**config.mk**
```make
export PLATFORM = sky130hd
export DESIGN_NAME = epoch_seconds_to_calendar
export DESIGN_NICKNAME = d
export VERILOG_FILES = /design/src/rtl/ec2c_pkg.sv /design/src/rtl/epoch_seconds_to_calendar.sv /design/src/rtl/ec2c_divmod.sv
export SDC_FILE = /design/constraint.sdc
export NUM_CORES = 1
export LEC_CHECK = 0
export BUFFER_PORTS_ARGS = -buffer_cell sky130_fd_sc_hd__buf_2
export CORE_MARGIN = 3
export CORE_UTILIZATION = 44
export DETAILED_ROUTE_END_ITERATION = 10
export GPL_ROUTABILITY_DRIVEN = 1
export SLEW_MARGIN = 20
export SYNTH_ARGS = -nofsm -noshare
export SYNTH_HDL_FRONTEND = slang
export SYNTH_SLANG_ARGS = --single-unit
```
**constraint.sdc**
```tcl
create_clock -name clk -period 9.2 [get_ports clk]
set_input_delay 1.38 -clock clk [delete_from_list [all_inputs] [get_ports clk]]
set_output_delay 1.38 -clock clk [all_outputs]
set_load 0.05 [all_outputs]
```
**src/rtl/ec2c_pkg.sv**
```systemverilog
// ----------------------------------------------------------------------------
// ec2c_pkg: shared constants for the epoch seconds to calendar converter
// Field widths, input clamp limits, calendar constants and the month table.
// ----------------------------------------------------------------------------
package ec2c_pkg;

	// Field widths of the result word
	localparam int YEAR_W  = 7;
	localparam int MONTH_W = 4;
	localparam int DAY_W   = 5;
	localparam int HOUR_W  = 5;
	localparam int MIN_W   = 6;
	localparam int SEC_W   = 6;

	// Input clamp, so that seconds plus half a day stays in 0 .. 2^31-1
	localparam int IN_LOW   = -43200;
	localparam int IN_HIGH  = 2147440447;
	localparam int HALF_DAY = 43200;

	// Shifted seconds, and its split by 86400 = 128 * 675
	localparam int T_W       = 31;
	localparam int DAY_SHIFT = 7;
	localparam int DAY_DIV   = 675;
	localparam int DAYNUM_W  = 15;
	localparam int DAYREM_W  = 10;
	localparam int SOD_W     = DAYREM_W + DAY_SHIFT;

	// Four-year cycle, leap year first (valid from 2000 up to 2099)
	localparam int CYCLE_DAYS = 1461;
	localparam int CYCLE_W    = 5;
	localparam int CYCDAY_W   = 11;
	localparam int LEAP_DAYS  = 366;
	localparam int YEAR_DAYS  = 365;
	localparam int DOY_W      = 9;

	// Seconds of the day split
	localparam int HOUR_SECS = 3600;
	localparam int HREM_W    = 12;
	localparam int MIN_SECS  = 60;

	// Result ranges and pipeline latency, accept edge to strobe edge
	localparam int MONTH_MAX  = 12;
	localparam int DAY_MAX    = 31;
	localparam int FEB        = 2;
	localparam int FEB_MAX    = 29;
	localparam int HOUR_MAX   = 23;
	localparam int MINSEC_MAX = 59;
	localparam int LATENCY    = 10;

	// First day of year of each month in a common year, January first
	localparam logic [DOY_W-1:0] MONTH_FIRST [12] = '{
		9'd0, 9'd31, 9'd59, 9'd90, 9'd120, 9'd151,
		9'd181, 9'd212, 9'd243, 9'd273, 9'd304, 9'd334
	};

	// First day of year of a month (index 0 is January), leap years shifted from March
	function automatic logic [DOY_W-1:0] month_first(input logic [3:0] idx, input logic leap);
		logic [DOY_W-1:0] base;
		base = MONTH_FIRST[idx];
		if (leap && (idx >= 4'd2)) begin
			base = base + 9'd1;
		end
		return base;
	endfunction

endpackage

```
**src/rtl/epoch_seconds_to_calendar.sv**
```systemverilog
// ----------------------------------------------------------------------------
// epoch_seconds_to_calendar: seconds since 2000-01-01 12:00 to date and time
// Clamps the input, splits it into day number and seconds of day, converts
// the day number into year, month and day, and the seconds into h:m:s.
// ----------------------------------------------------------------------------
//
//  channel  | handshake            | word
//  ---------+----------------------+---------------------------------------
//  input    | start && !busy       | epoch_seconds (32 bit, signed)
//  result   | done, one cycle      | year_offset, month, day, hour, minute,
//           | (no back-pressure)   | second
//
//  A word can be taken in every cycle that busy is low; results come out in
//  the order their words were accepted. The latency is set by the chain of
//  three constant dividers (by 675, then by 3600, then by 60), three stages
//  each, behind one clamp stage. busy is high during reset and is cleared at
//  the first clock edge after it, then stays low: the pipeline never stalls
//  and the receiver has no way to hold results, so nothing waits anywhere.
//
//  Dates: day numbers from 2000-01-01 are split into four-year cycles that
//  start with a leap year, which is exact over the whole clamped range
//  (2000 through 2068).
//
module epoch_seconds_to_calendar (
	input  logic                            clk,
	input  logic                            arst_n,
	input  logic                            start,
	output logic                            busy,
	input  logic signed [31:0]              epoch_seconds,
	output logic                            done,
	output logic [ec2c_pkg::YEAR_W-1:0]     year_offset,
	output logic [ec2c_pkg::MONTH_W-1:0]    month,
	output logic [ec2c_pkg::DAY_W-1:0]      day,
	output logic [ec2c_pkg::HOUR_W-1:0]     hour,
	output logic [ec2c_pkg::MIN_W-1:0]      minute,
	output logic [ec2c_pkg::SEC_W-1:0]      second
);

	logic busy_q;
	logic accept;

	// stage 1: clamp and shift to midnight
	logic                         v_s1;
	logic [ec2c_pkg::T_W-1:0]     t_s1;
	logic [ec2c_pkg::T_W-1:0]     t_next;

	// stages 2..4: day number and seconds of day
	logic [ec2c_pkg::DAY_SHIFT-1:0] lo_s2, lo_s3, lo_s4;
	logic                           v_s4;
	logic [ec2c_pkg::DAYNUM_W-1:0]  day_num;
	logic [ec2c_pkg::DAYREM_W-1:0]  day_rem_hi;
	logic [ec2c_pkg::SOD_W-1:0]     sod;

	// stages 5..7: four-year cycle and hour
	logic                           v_s7;
	logic [ec2c_pkg::CYCLE_W-1:0]   cyc;
	logic [ec2c_pkg::CYCDAY_W-1:0]  cyc_day;
	logic [ec2c_pkg::HOUR_W-1:0]    hour_w;
	logic [ec2c_pkg::HREM_W-1:0]    hour_rem;

	// stage 8: year within cycle, day of year
	logic [ec2c_pkg::CYCDAY_W-1:0]  past_leap;
	logic [1:0]                     yc;
	logic [ec2c_pkg::DOY_W-1:0]     doy;
	logic                           leap;
	logic [ec2c_pkg::YEAR_W-1:0]    yoff_s8;
	logic [ec2c_pkg::DOY_W-1:0]     doy_s8;
	logic                           leap_s8;
	logic [ec2c_pkg::HOUR_W-1:0]    hour_s8;

	// stage 9: month and day
	logic [3:0]                     mon_idx;
	logic [ec2c_pkg::DOY_W-1:0]     mon_base;
	logic [ec2c_pkg::YEAR_W-1:0]    yoff_s9;
	logic [ec2c_pkg::MONTH_W-1:0]   month_s9;
	logic [ec2c_pkg::DAY_W-1:0]     day_s9;
	logic [ec2c_pkg::HOUR_W-1:0]    hour_s9;

	// stage 10: result word
	logic                           v_s10;
	logic [ec2c_pkg::YEAR_W-1:0]    yoff_s10;
	logic [ec2c_pkg::MONTH_W-1:0]   month_s10;
	logic [ec2c_pkg::DAY_W-1:0]     day_s10;
	logic [ec2c_pkg::HOUR_W-1:0]    hour_s10;
	logic [ec2c_pkg::MIN_W-1:0]     min_w;
	logic [ec2c_pkg::SEC_W-1:0]     sec_w;

	assign accept = start && !busy_q;
	assign busy   = busy_q;

	// Hold busy through reset, clear it at the first clock edge after reset and keep it low for good
	always_ff @(posedge clk or negedge arst_n) begin
		if (!arst_n) begin
			busy_q <= 1'b1;
		end else begin
			busy_q <= 1'b0;
		end
	end

	// Saturate out-of-range inputs, then add half a day
	always_comb begin
		if (epoch_seconds < ec2c_pkg::IN_LOW) begin
			t_next = '0;
		end else if (epoch_seconds > ec2c_pkg::IN_HIGH) begin
			t_next = '1;
		end else begin
			t_next = ec2c_pkg::T_W'(epoch_seconds + ec2c_pkg::HALF_DAY);
		end
	end

	always_ff @(posedge clk or negedge arst_n) begin
		if (!arst_n) begin
			v_s1 <= 1'b0;
		end else begin
			v_s1 <= accept;
		end
	end

	always_ff @(posedge clk) begin
		t_s1 <= t_next;
	end

	// Divide by 86400 as a shift by 7 and a division by 675; the low
	// seven bits ride alongside and rejoin the remainder.
	ec2c_divmod #(
		.XW  (ec2c_pkg::T_W - ec2c_pkg::DAY_SHIFT),
		.QW  (ec2c_pkg::DAYNUM_W),
		.RW  (ec2c_pkg::DAYREM_W),
		.DIV (ec2c_pkg::DAY_DIV)
	) u_day (
		.clk    (clk),
		.arst_n (arst_n),
		.vi     (v_s1),
		.x      (t_s1[ec2c_pkg::T_W-1:ec2c_pkg::DAY_SHIFT]),
		.vo     (v_s4),
		.q      (day_num),
		.r      (day_rem_hi)
	);

	always_ff @(posedge clk) begin
		lo_s2 <= t_s1[ec2c_pkg::DAY_SHIFT-1:0];
		lo_s3 <= lo_s2;
		lo_s4 <= lo_s3;
	end

	assign sod = {day_rem_hi, lo_s4};

	// Day number into four-year cycles
	ec2c_divmod #(
		.XW  (ec2c_pkg::DAYNUM_W),
		.QW  (ec2c_pkg::CYCLE_W),
		.RW  (ec2c_pkg::CYCDAY_W),
		.DIV (ec2c_pkg::CYCLE_DAYS)
	) u_cycle (
		.clk    (clk),
		.arst_n (arst_n),
		.vi     (v_s4),
		.x      (day_num),
		.vo     (),
		.q      (cyc),
		.r      (cyc_day)
	);

	// Seconds of day into hours, in step with the cycle split
	ec2c_divmod #(
		.XW  (ec2c_pkg::SOD_W),
		.QW  (ec2c_pkg::HOUR_W),
		.RW  (ec2c_pkg::HREM_W),
		.DIV (ec2c_pkg::HOUR_SECS)
	) u_hour (
		.clk    (clk),
		.arst_n (arst_n),
		.vi     (v_s4),
		.x      (sod),
		.vo     (v_s7),
		.q      (hour_w),
		.r      (hour_rem)
	);

	// Seconds of the hour into minutes and seconds
	ec2c_divmod #(
		.XW  (ec2c_pkg::HREM_W),
		.QW  (ec2c_pkg::MIN_W),
		.RW  (ec2c_pkg::SEC_W),
		.DIV (ec2c_pkg::MIN_SECS)
	) u_min (
		.clk    (clk),
		.arst_n (arst_n),
		.vi     (v_s7),
		.x      (hour_rem),
		.vo     (v_s10),
		.q      (min_w),
		.r      (sec_w)
	);

	// Year within the cycle: the first year has 366 days, the other three 365
	assign past_leap = cyc_day - ec2c_pkg::CYCDAY_W'(ec2c_pkg::LEAP_DAYS);

	always_comb begin
		if (cyc_day < ec2c_pkg::CYCDAY_W'(ec2c_pkg::LEAP_DAYS)) begin
			yc   = 2'd0;
			doy  = cyc_day[ec2c_pkg::DOY_W-1:0];
			leap = 1'b1;
		end else if (past_leap >= ec2c_pkg::CYCDAY_W'(2 * ec2c_pkg::YEAR_DAYS)) begin
			yc   = 2'd3;
			doy  = ec2c_pkg::DOY_W'(past_leap - ec2c_pkg::CYCDAY_W'(2 * ec2c_pkg::YEAR_DAYS));
			leap = 1'b0;
		end else if (past_leap >= ec2c_pkg::CYCDAY_W'(ec2c_pkg::YEAR_DAYS)) begin
			yc   = 2'd2;
			doy  = ec2c_pkg::DOY_W'(past_leap - ec2c_pkg::CYCDAY_W'(ec2c_pkg::YEAR_DAYS));
			leap = 1'b0;
		end else begin
			yc   = 2'd1;
			doy  = past_leap[ec2c_pkg::DOY_W-1:0];
			leap = 1'b0;
		end
	end

	always_ff @(posedge clk) begin
		yoff_s8 <= {cyc, yc};
		doy_s8  <= doy;
		leap_s8 <= leap;
		hour_s8 <= hour_w;
	end

	// Month: the last month whose first day is not past the day of year
	always_comb begin
		mon_idx  = 4'd0;
		mon_base = '0;
		for (int m = 0; m < 12; m++) begin
			if (doy_s8 >= ec2c_pkg::month_first(4'(m), leap_s8)) begin
				mon_idx  = 4'(m);
				mon_base = ec2c_pkg::month_first(4'(m), leap_s8);
			end
		end
	end

	always_ff @(posedge clk) begin
		yoff_s9  <= yoff_s8;
		month_s9 <= ec2c_pkg::MONTH_W'(mon_idx + 4'd1);
		day_s9   <= ec2c_pkg::DAY_W'(doy_s8 - mon_base + 9'd1);
		hour_s9  <= hour_s8;
	end

	// Align the date and hour with the minute divider's output
	always_ff @(posedge clk) begin
		yoff_s10  <= yoff_s9;
		month_s10 <= month_s9;
		day_s10   <= day_s9;
		hour_s10  <= hour_s9;
	end

	assign done        = v_s10;
	assign year_offset = yoff_s10;
	assign month       = month_s10;
	assign day         = day_s10;
	assign hour        = hour_s10;
	assign minute      = min_w;
	assign second      = sec_w;

endmodule

```
**src/rtl/ec2c_divmod.sv**
```systemverilog
// ----------------------------------------------------------------------------
// ec2c_divmod: pipelined division by a constant
// Three stages: reciprocal multiply, back-multiply and subtract, one-step fix.
// ----------------------------------------------------------------------------
module ec2c_divmod #(
	parameter int XW  = 24,
	parameter int QW  = 15,
	parameter int RW  = 10,
	parameter int DIV = 675
) (
	input  logic          clk,
	input  logic          arst_n,
	input  logic          vi,
	input  logic [XW-1:0] x,
	output logic          vo,
	output logic [QW-1:0] q,
	output logic [RW-1:0] r
);

	// floor(2^XW / DIV) keeps the estimate at most one below the quotient
	localparam int RECIP = (1 << XW) / DIV;
	localparam int REC_W = $clog2(RECIP + 1);
	localparam int PW    = XW + ((REC_W > QW) ? REC_W : QW);

	logic [PW-1:0] prod;
	logic [XW-1:0] diff;

	logic          v_s1, v_s2, v_s3;
	logic [XW-1:0] x_s1;
	logic [QW-1:0] q_s1, q_s2, q_s3;
	logic [RW:0]   rr_s2;
	logic [RW-1:0] r_s3;

	assign prod = PW'(x) * PW'(RECIP);
	assign diff = x_s1 - XW'(q_s1 * DIV);

	always_ff @(posedge clk or negedge arst_n) begin
		if (!arst_n) begin
			v_s1 <= 1'b0;
			v_s2 <= 1'b0;
			v_s3 <= 1'b0;
		end else begin
			v_s1 <= vi;
			v_s2 <= v_s1;
			v_s3 <= v_s2;
		end
	end

	always_ff @(posedge clk) begin
		x_s1  <= x;
		q_s1  <= prod[XW+QW-1:XW];
		q_s2  <= q_s1;
		rr_s2 <= diff[RW:0];
		// correct an estimate that came out one short
		if (rr_s2 >= (RW+1)'(DIV)) begin
			q_s3 <= q_s2 + QW'(1);
			r_s3 <= RW'(rr_s2 - (RW+1)'(DIV));
		end else begin
			q_s3 <= q_s2;
			r_s3 <= rr_s2[RW-1:0];
		end
	end

	assign vo = v_s3;
	assign q  = q_s3;
	assign r  = r_s3;

endmodule

```
Yosys cells after proc, flatten, opt, wreduce, memory -nomap -nowiden
Cells that the tools add are included.
- flip-flop bits (word level): 345
- bits of input ports: 35
- output and inout bits: 35
- add/subtract/negate cells: 19
- multipliers: 8
- order comparisons: 20
- muxes and demuxes: 47
- reduce and logical (&&, ||, !) cells: 2
- operators by type and width (cell ; number):
    two-way mux 5 bit ; 13
    two-way mux 4 bit ; 10
    multiplier 24 x 15 -> 39 bit, second input constant ; 1
    greater-or-equal comparator 9 x 8 -> 1 bit ; 4
    > comparator 32 bit, second input constant ; 1
    < comparator 32 x 17 -> 1 bit, second input constant ; 1
    adder 31 x 17 -> 31 bit, second input constant ; 1
    two-way mux 31 bit ; 1
    greater-or-equal comparator 9 bit ; 3
    two-way mux 9 bit ; 3
    greater-or-equal comparator 11 x 10 -> 1 bit, second input constant ; 2
    multiplier 17 x 4 -> 20 bit, second input constant ; 1
    multiplier 15 x 4 -> 19 bit, second input constant ; 1
    greater-or-equal comparator 9 x 7 -> 1 bit ; 2
    multiplier 12 x 5 -> 16 bit, second input constant ; 1
    adder 15 x 1 -> 15 bit, second input constant ; 1
    adder 5 x 1 -> 5 bit, second input constant ; 3
    multiplier 15 x 10 -> 11 bit, second input constant ; 1
    two-way mux 15 bit ; 1
    greater-or-equal comparator 13 x 12 -> 1 bit, second input constant ; 1
    subtractor 13 bit ; 1
    greater-or-equal comparator 12 x 11 -> 1 bit, second input constant ; 1
    multiplier 5 x 11 -> 12 bit, second input constant ; 1
    two-way mux 12 bit ; 1
    other kinds (28) ; 40

Longest topological paths before layout
- depth in word-level cells: 14
- mapped depth: 21

Hierarchy
A second synthesis with hierarchy kept.
- cells, all modules: 2102
- area, all modules: 21525.6 µm²
- by module, submodules not included (module ; times used ; cells each ; area each (µm²) ; sequential area each (µm²)):
    ec2c_divmod (u_day) ; 1 ; 866 ; 8851.0 ; 1616.6
    epoch_seconds_to_calendar ; 1 ; 500 ; 4904.7 ; 2373.5
    ec2c_divmod (u_cycle) ; 1 ; 369 ; 3602.2 ; 1076.0
    ec2c_divmod (u_hour) ; 1 ; 224 ; 2434.8 ; 1136.1
    ec2c_divmod (u_min) ; 1 ; 143 ; 1732.9 ; 835.8

Worst setup path before layout
Ideal clock, no wire load.
- path kind: register to register
- from: register t_s1[24] (netlist bit)
- to: register u_day.q_s1[12]
- setup time: 0.119 ns
- arrival: 5.054 ns
- slack: 4.028 ns
- stages on the path, launching flop included: 19
- path buffers: 0
- period minus slack after synthesis: 5.172 ns
- cell sequence: dfxtp_1 inv_1 fa_1 inv_1 ha_1 ha_1 fa_1 fa_1 inv_1 fa_1 inv_1 ha_1 and3_1 nand3_1 a2111oi_1 a2111oi_2 o31ai_1 a21oi_1 xnor2_1
- longest elaborated chain between the ends: 1
- RTL lines (element ; RTL line ; source):
    from (decl) ; epoch_seconds_to_calendar.sv:44 ; logic [ec2c_pkg::T_W-1:0] t_s1;
    from (signal assigned) ; epoch_seconds_to_calendar.sv:120 ; t_s1 <= t_next;
    multiplier 24 x 15 -> 39 bit ; ec2c_divmod.sv:34 ; assign prod = PW'(x) * PW'(RECIP);
    via u_day.prod[36] ; ec2c_divmod.sv:25 ; logic [PW-1:0] prod;
    to (signal assigned) ; ec2c_divmod.sv:51 ; q_s1 <= prod[XW+QW-1:XW];
    to (decl) ; ec2c_divmod.sv:30 ; logic [QW-1:0] q_s1, q_s2, q_s3;
The timed path passes the listed nets, and every way through them passes these cells.
A chain may end at the register's enable or synchronous reset.

Worst setup path after layout
- from: register t_s1[10] (netlist bit)
- to: register u_day.q_s1[14]
Same word-level chain as after synthesis.

==> results.md <==
- Status: finished, final reports clean
- CP Launch Type: flip-flop
- Asr flop ratio synth: 3.19%
- Number of port buffers: 69
- Slew @ Worst Pin: 0.723 ns
- Root Driver: clkbuf_16
- Share of cells above drive strength 1: 8.00%
- Predominant post-synthesis flop cell: dfxtp_1
- Final hold viol count: 0
- DRT antenna net count: 0
- Antenna violations before repair: 0
- Number of global-route vias before repair: 14,600
- CORE AREA: 47,100 µm²
- Reg2Reg Capture Point: u_day.q_s1[14]
- Largest net degree at the start of global routing: 31
- Slew Viols, Final: 0
- Hold WC Path Type: flip-flop to flip-flop
- HPWL Detailed: 31,600 µm
- Worst-path clk slew: 0.06 ns
- Reg2reg start: t_s1[10]
- Seq cells post-synth: 345
- GRT Overall Usage: 16.3%
- Clock Skew: 0.0128 ns
- Crit path kind: flip-flop to flip-flop
- Vias per inst: 4.94
- Die Area: 50,800 µm²
- Drt pass-1 iters: 5
- Worst EP arrival: 6.21 ns
- Mapped Cells: 2,059
- Cell taking the most area after synthesis: dfxtp_1
- Hold wc startpoint: yoff_s9[2]
- Post_cts resized: 0
- Final setup viols: 0
- IO Pins: 70
- Area delta synth->final: 11.1%
- Clock Latency Late Sink: 0.57 ns
- Max-cap check violation count: 0
- Syn Area/Cell: 10.3 µm²
- Period utilisation layout: 62.7%
- Site row count: 79
- Mapped Nets: 2,597
- Initial core utilization: 45.0%
- CTS Hold Bufs: 0
- Clock tree from TritonCTS: built
- Reg-to-reg slack, setup: 3.44 ns
- Die X: 225 µm
- Max Freq: 0.173 GHz
- Synth top cells by count: inv_1, ha_1, dfxtp_1, fa_1, xnor2_1
- Worst slew margin: 51.3%
- Via Count: 13,700
- Unrepaired setup endpoints after global routing: false
- Register area share after synthesis: 32.9%
- Synthesized area: 21,200 µm²
- Fin crit period: 5.76 ns
- Final RePlAce weighted congestion: 0.852
- Distinct cells, synth: 84
- GR Overflow Total: 0
- Final nets: 2,684
- Hold Path Sink: year_offset[2]
- Most instantiated library cell after synthesis: inv_1
- WP data required: 9.65 ns
- Detailed Route Iter0 Violations: 563
- # DRC: 0
- Crit. End Element: flip-flop
- Routed len/inst: 14.0 µm
- First-pass GRT wire length: 68,600 µm
- Antenna diodes: 0
- Cts bufs inserted: 40
- H-tree depth: 2
- Setup Total Neg Slack: 0 ns
- Worst hold path depth: 0
- Synth Warn #: 0
- Routed wire length: 39,000 µm
- Worst Reg-to-Reg Cells: 19
- Post-CTS Setup Inserts: 0
- Share of the synthesized area in the top cell type: 31.6%
- Area contributors post-synth: dfxtp_1, ha_1, fa_1
- Clock sink total: 345
- Post-synth EDFFs: 0
- Clock Tree Buf Depth: 3
- Die Y: 225 µm
- Crit-path max FO: 8
worst max-delay path by stage:
| stage | from | cells past startpoint | endpoint |
|---|---|---|---|
| 6_report | t_s1[10] | 19 | u_day.q_s1[14] |
| 3_3_place_gp | t_s1[23] | 18 | u_day.q_s1[12] |
| 4_1_cts | t_s1[23] | 18 | u_day.q_s1[12] |
| 3_5_place_dp | t_s1[10] | 19 | u_day.q_s1[14] |
| 2_1_floorplan | t_s1[24] | 18 | u_day.q_s1[12] |
| 5_1_grt | t_s1[9] | 19 | u_day.q_s1[14] |
registers in the layout, indices dropped and copies added, names as in the netlist, 12 cells and up:
name           flops
u_hour.r          12
u_day.q_s2        15
u_hour.x_s1       13
u_hour.rr_s2      13
t_s1              31
u_day.q           15
u_day.q_s1        15
u_cycle.rr_s2     12
u_cycle.x_s1      12
cells by family (layout without fill, tap and decap cells):
| kind of cell | Yosys count | in the layout | share of synthesized area [%] |
|---|---|---|---|
| adders and majority gates | 503 | 503 | 34.6 |
| buffers and inverters | 394 | 510 | 7.19 |
| DFF | 345 | 345 | 32.9 |
| and+or+nand+nor | 321 | 321 | 7.87 |
| AOI/OAI and AO/OA | 320 | 320 | 10.1 |
| xor gates and xnor gates | 171 | 171 | 7.14 |
| muxes | 4 | 4 | 0.207 |
| other | 1 | 1 | 0.0177 |
metal layers:
metal | wire length (µm) | GRT usage, % | vias up
met5 | 0 | 0 | -
met3 | 1150 | 2.62 | 66
met2 | 19200 | 29.5 | 165
li1 | - | - | 6998
met1 | 17500 | 20.1 | 6504
met4 | 1100 | 4.82 | 0
worst max-delay path, stage by stage, from the launching register on:
cell and delay (ns):
dfxtp_1 0.57, ha_1 0.32, ha_1 0.27, inv_1 0.05, fa_1 0.50, inv_1 0.06
fa_1 0.50, fa_1 0.54, inv_1 0.05, fa_1 0.53, inv_1 0.04, ha_1 0.32
a21oi_1 0.17, nor2_1 0.09, nor4_1 0.35, nor2_1 0.09, a211oi_1 0.44, o221ai_1 0.32
a211oi_1 0.32, xnor2_1 0.10
metrics by stage:
stage / worst slack (ns) / cells / area, µm² / hold slack [ns] / utilization, %
detailed placement: 3.44 / 2711 / 22200 / 0.312 / 47.1
finish: 3.44 / 2782 / 23500 / 0.321 / 50.0
floorplan: 4.03 / 2059 / 21200 / 0.310 / -
CTS: 3.44 / 2782 / 23500 / 0.324 / 50.0
global route: 3.02 / 2782 / 23500 / 0.325 / 50.0
global placement: 3.53 / 2711 / 22200 / 0.311 / 47.1
final cells by class:
| type | count | area (µm²) |
|---|---|---|
| flip-flops and latches | 345 | 6960 |
| inverters | 369 | 1390 |
| repair buffers | 70 | 353 |
| fillers | 4377 | 23500 |
| well taps | 607 | 759 |
| multi-input cells | 1320 | 12700 |
| clock buffers | 57 | 1140 |
| clock inverters | 14 | 233 |
placed cells by master, fill, tap and decap left out, types with 22 or more instances in the layout:
cell,Yosys,routed
buf_2,5,69
xor2_1,52,52
a21oi_1,92,92
inv_1,368,368
nand3_1,24,24
xnor2_1,117,117
nand2_1,79,79
dfxtp_1,334,334
nor2_1,59,59
o21ai_0,67,67
ha_1,364,364
nand4_1,26,26
nor2b_1,22,22
fa_1,139,139
clkbuf_16,0,41
a21o_1,27,27
Power is left out: the tool's default activity adds up to more than one toggle a clock period on the data nets, which glitch-free logic cannot reach.
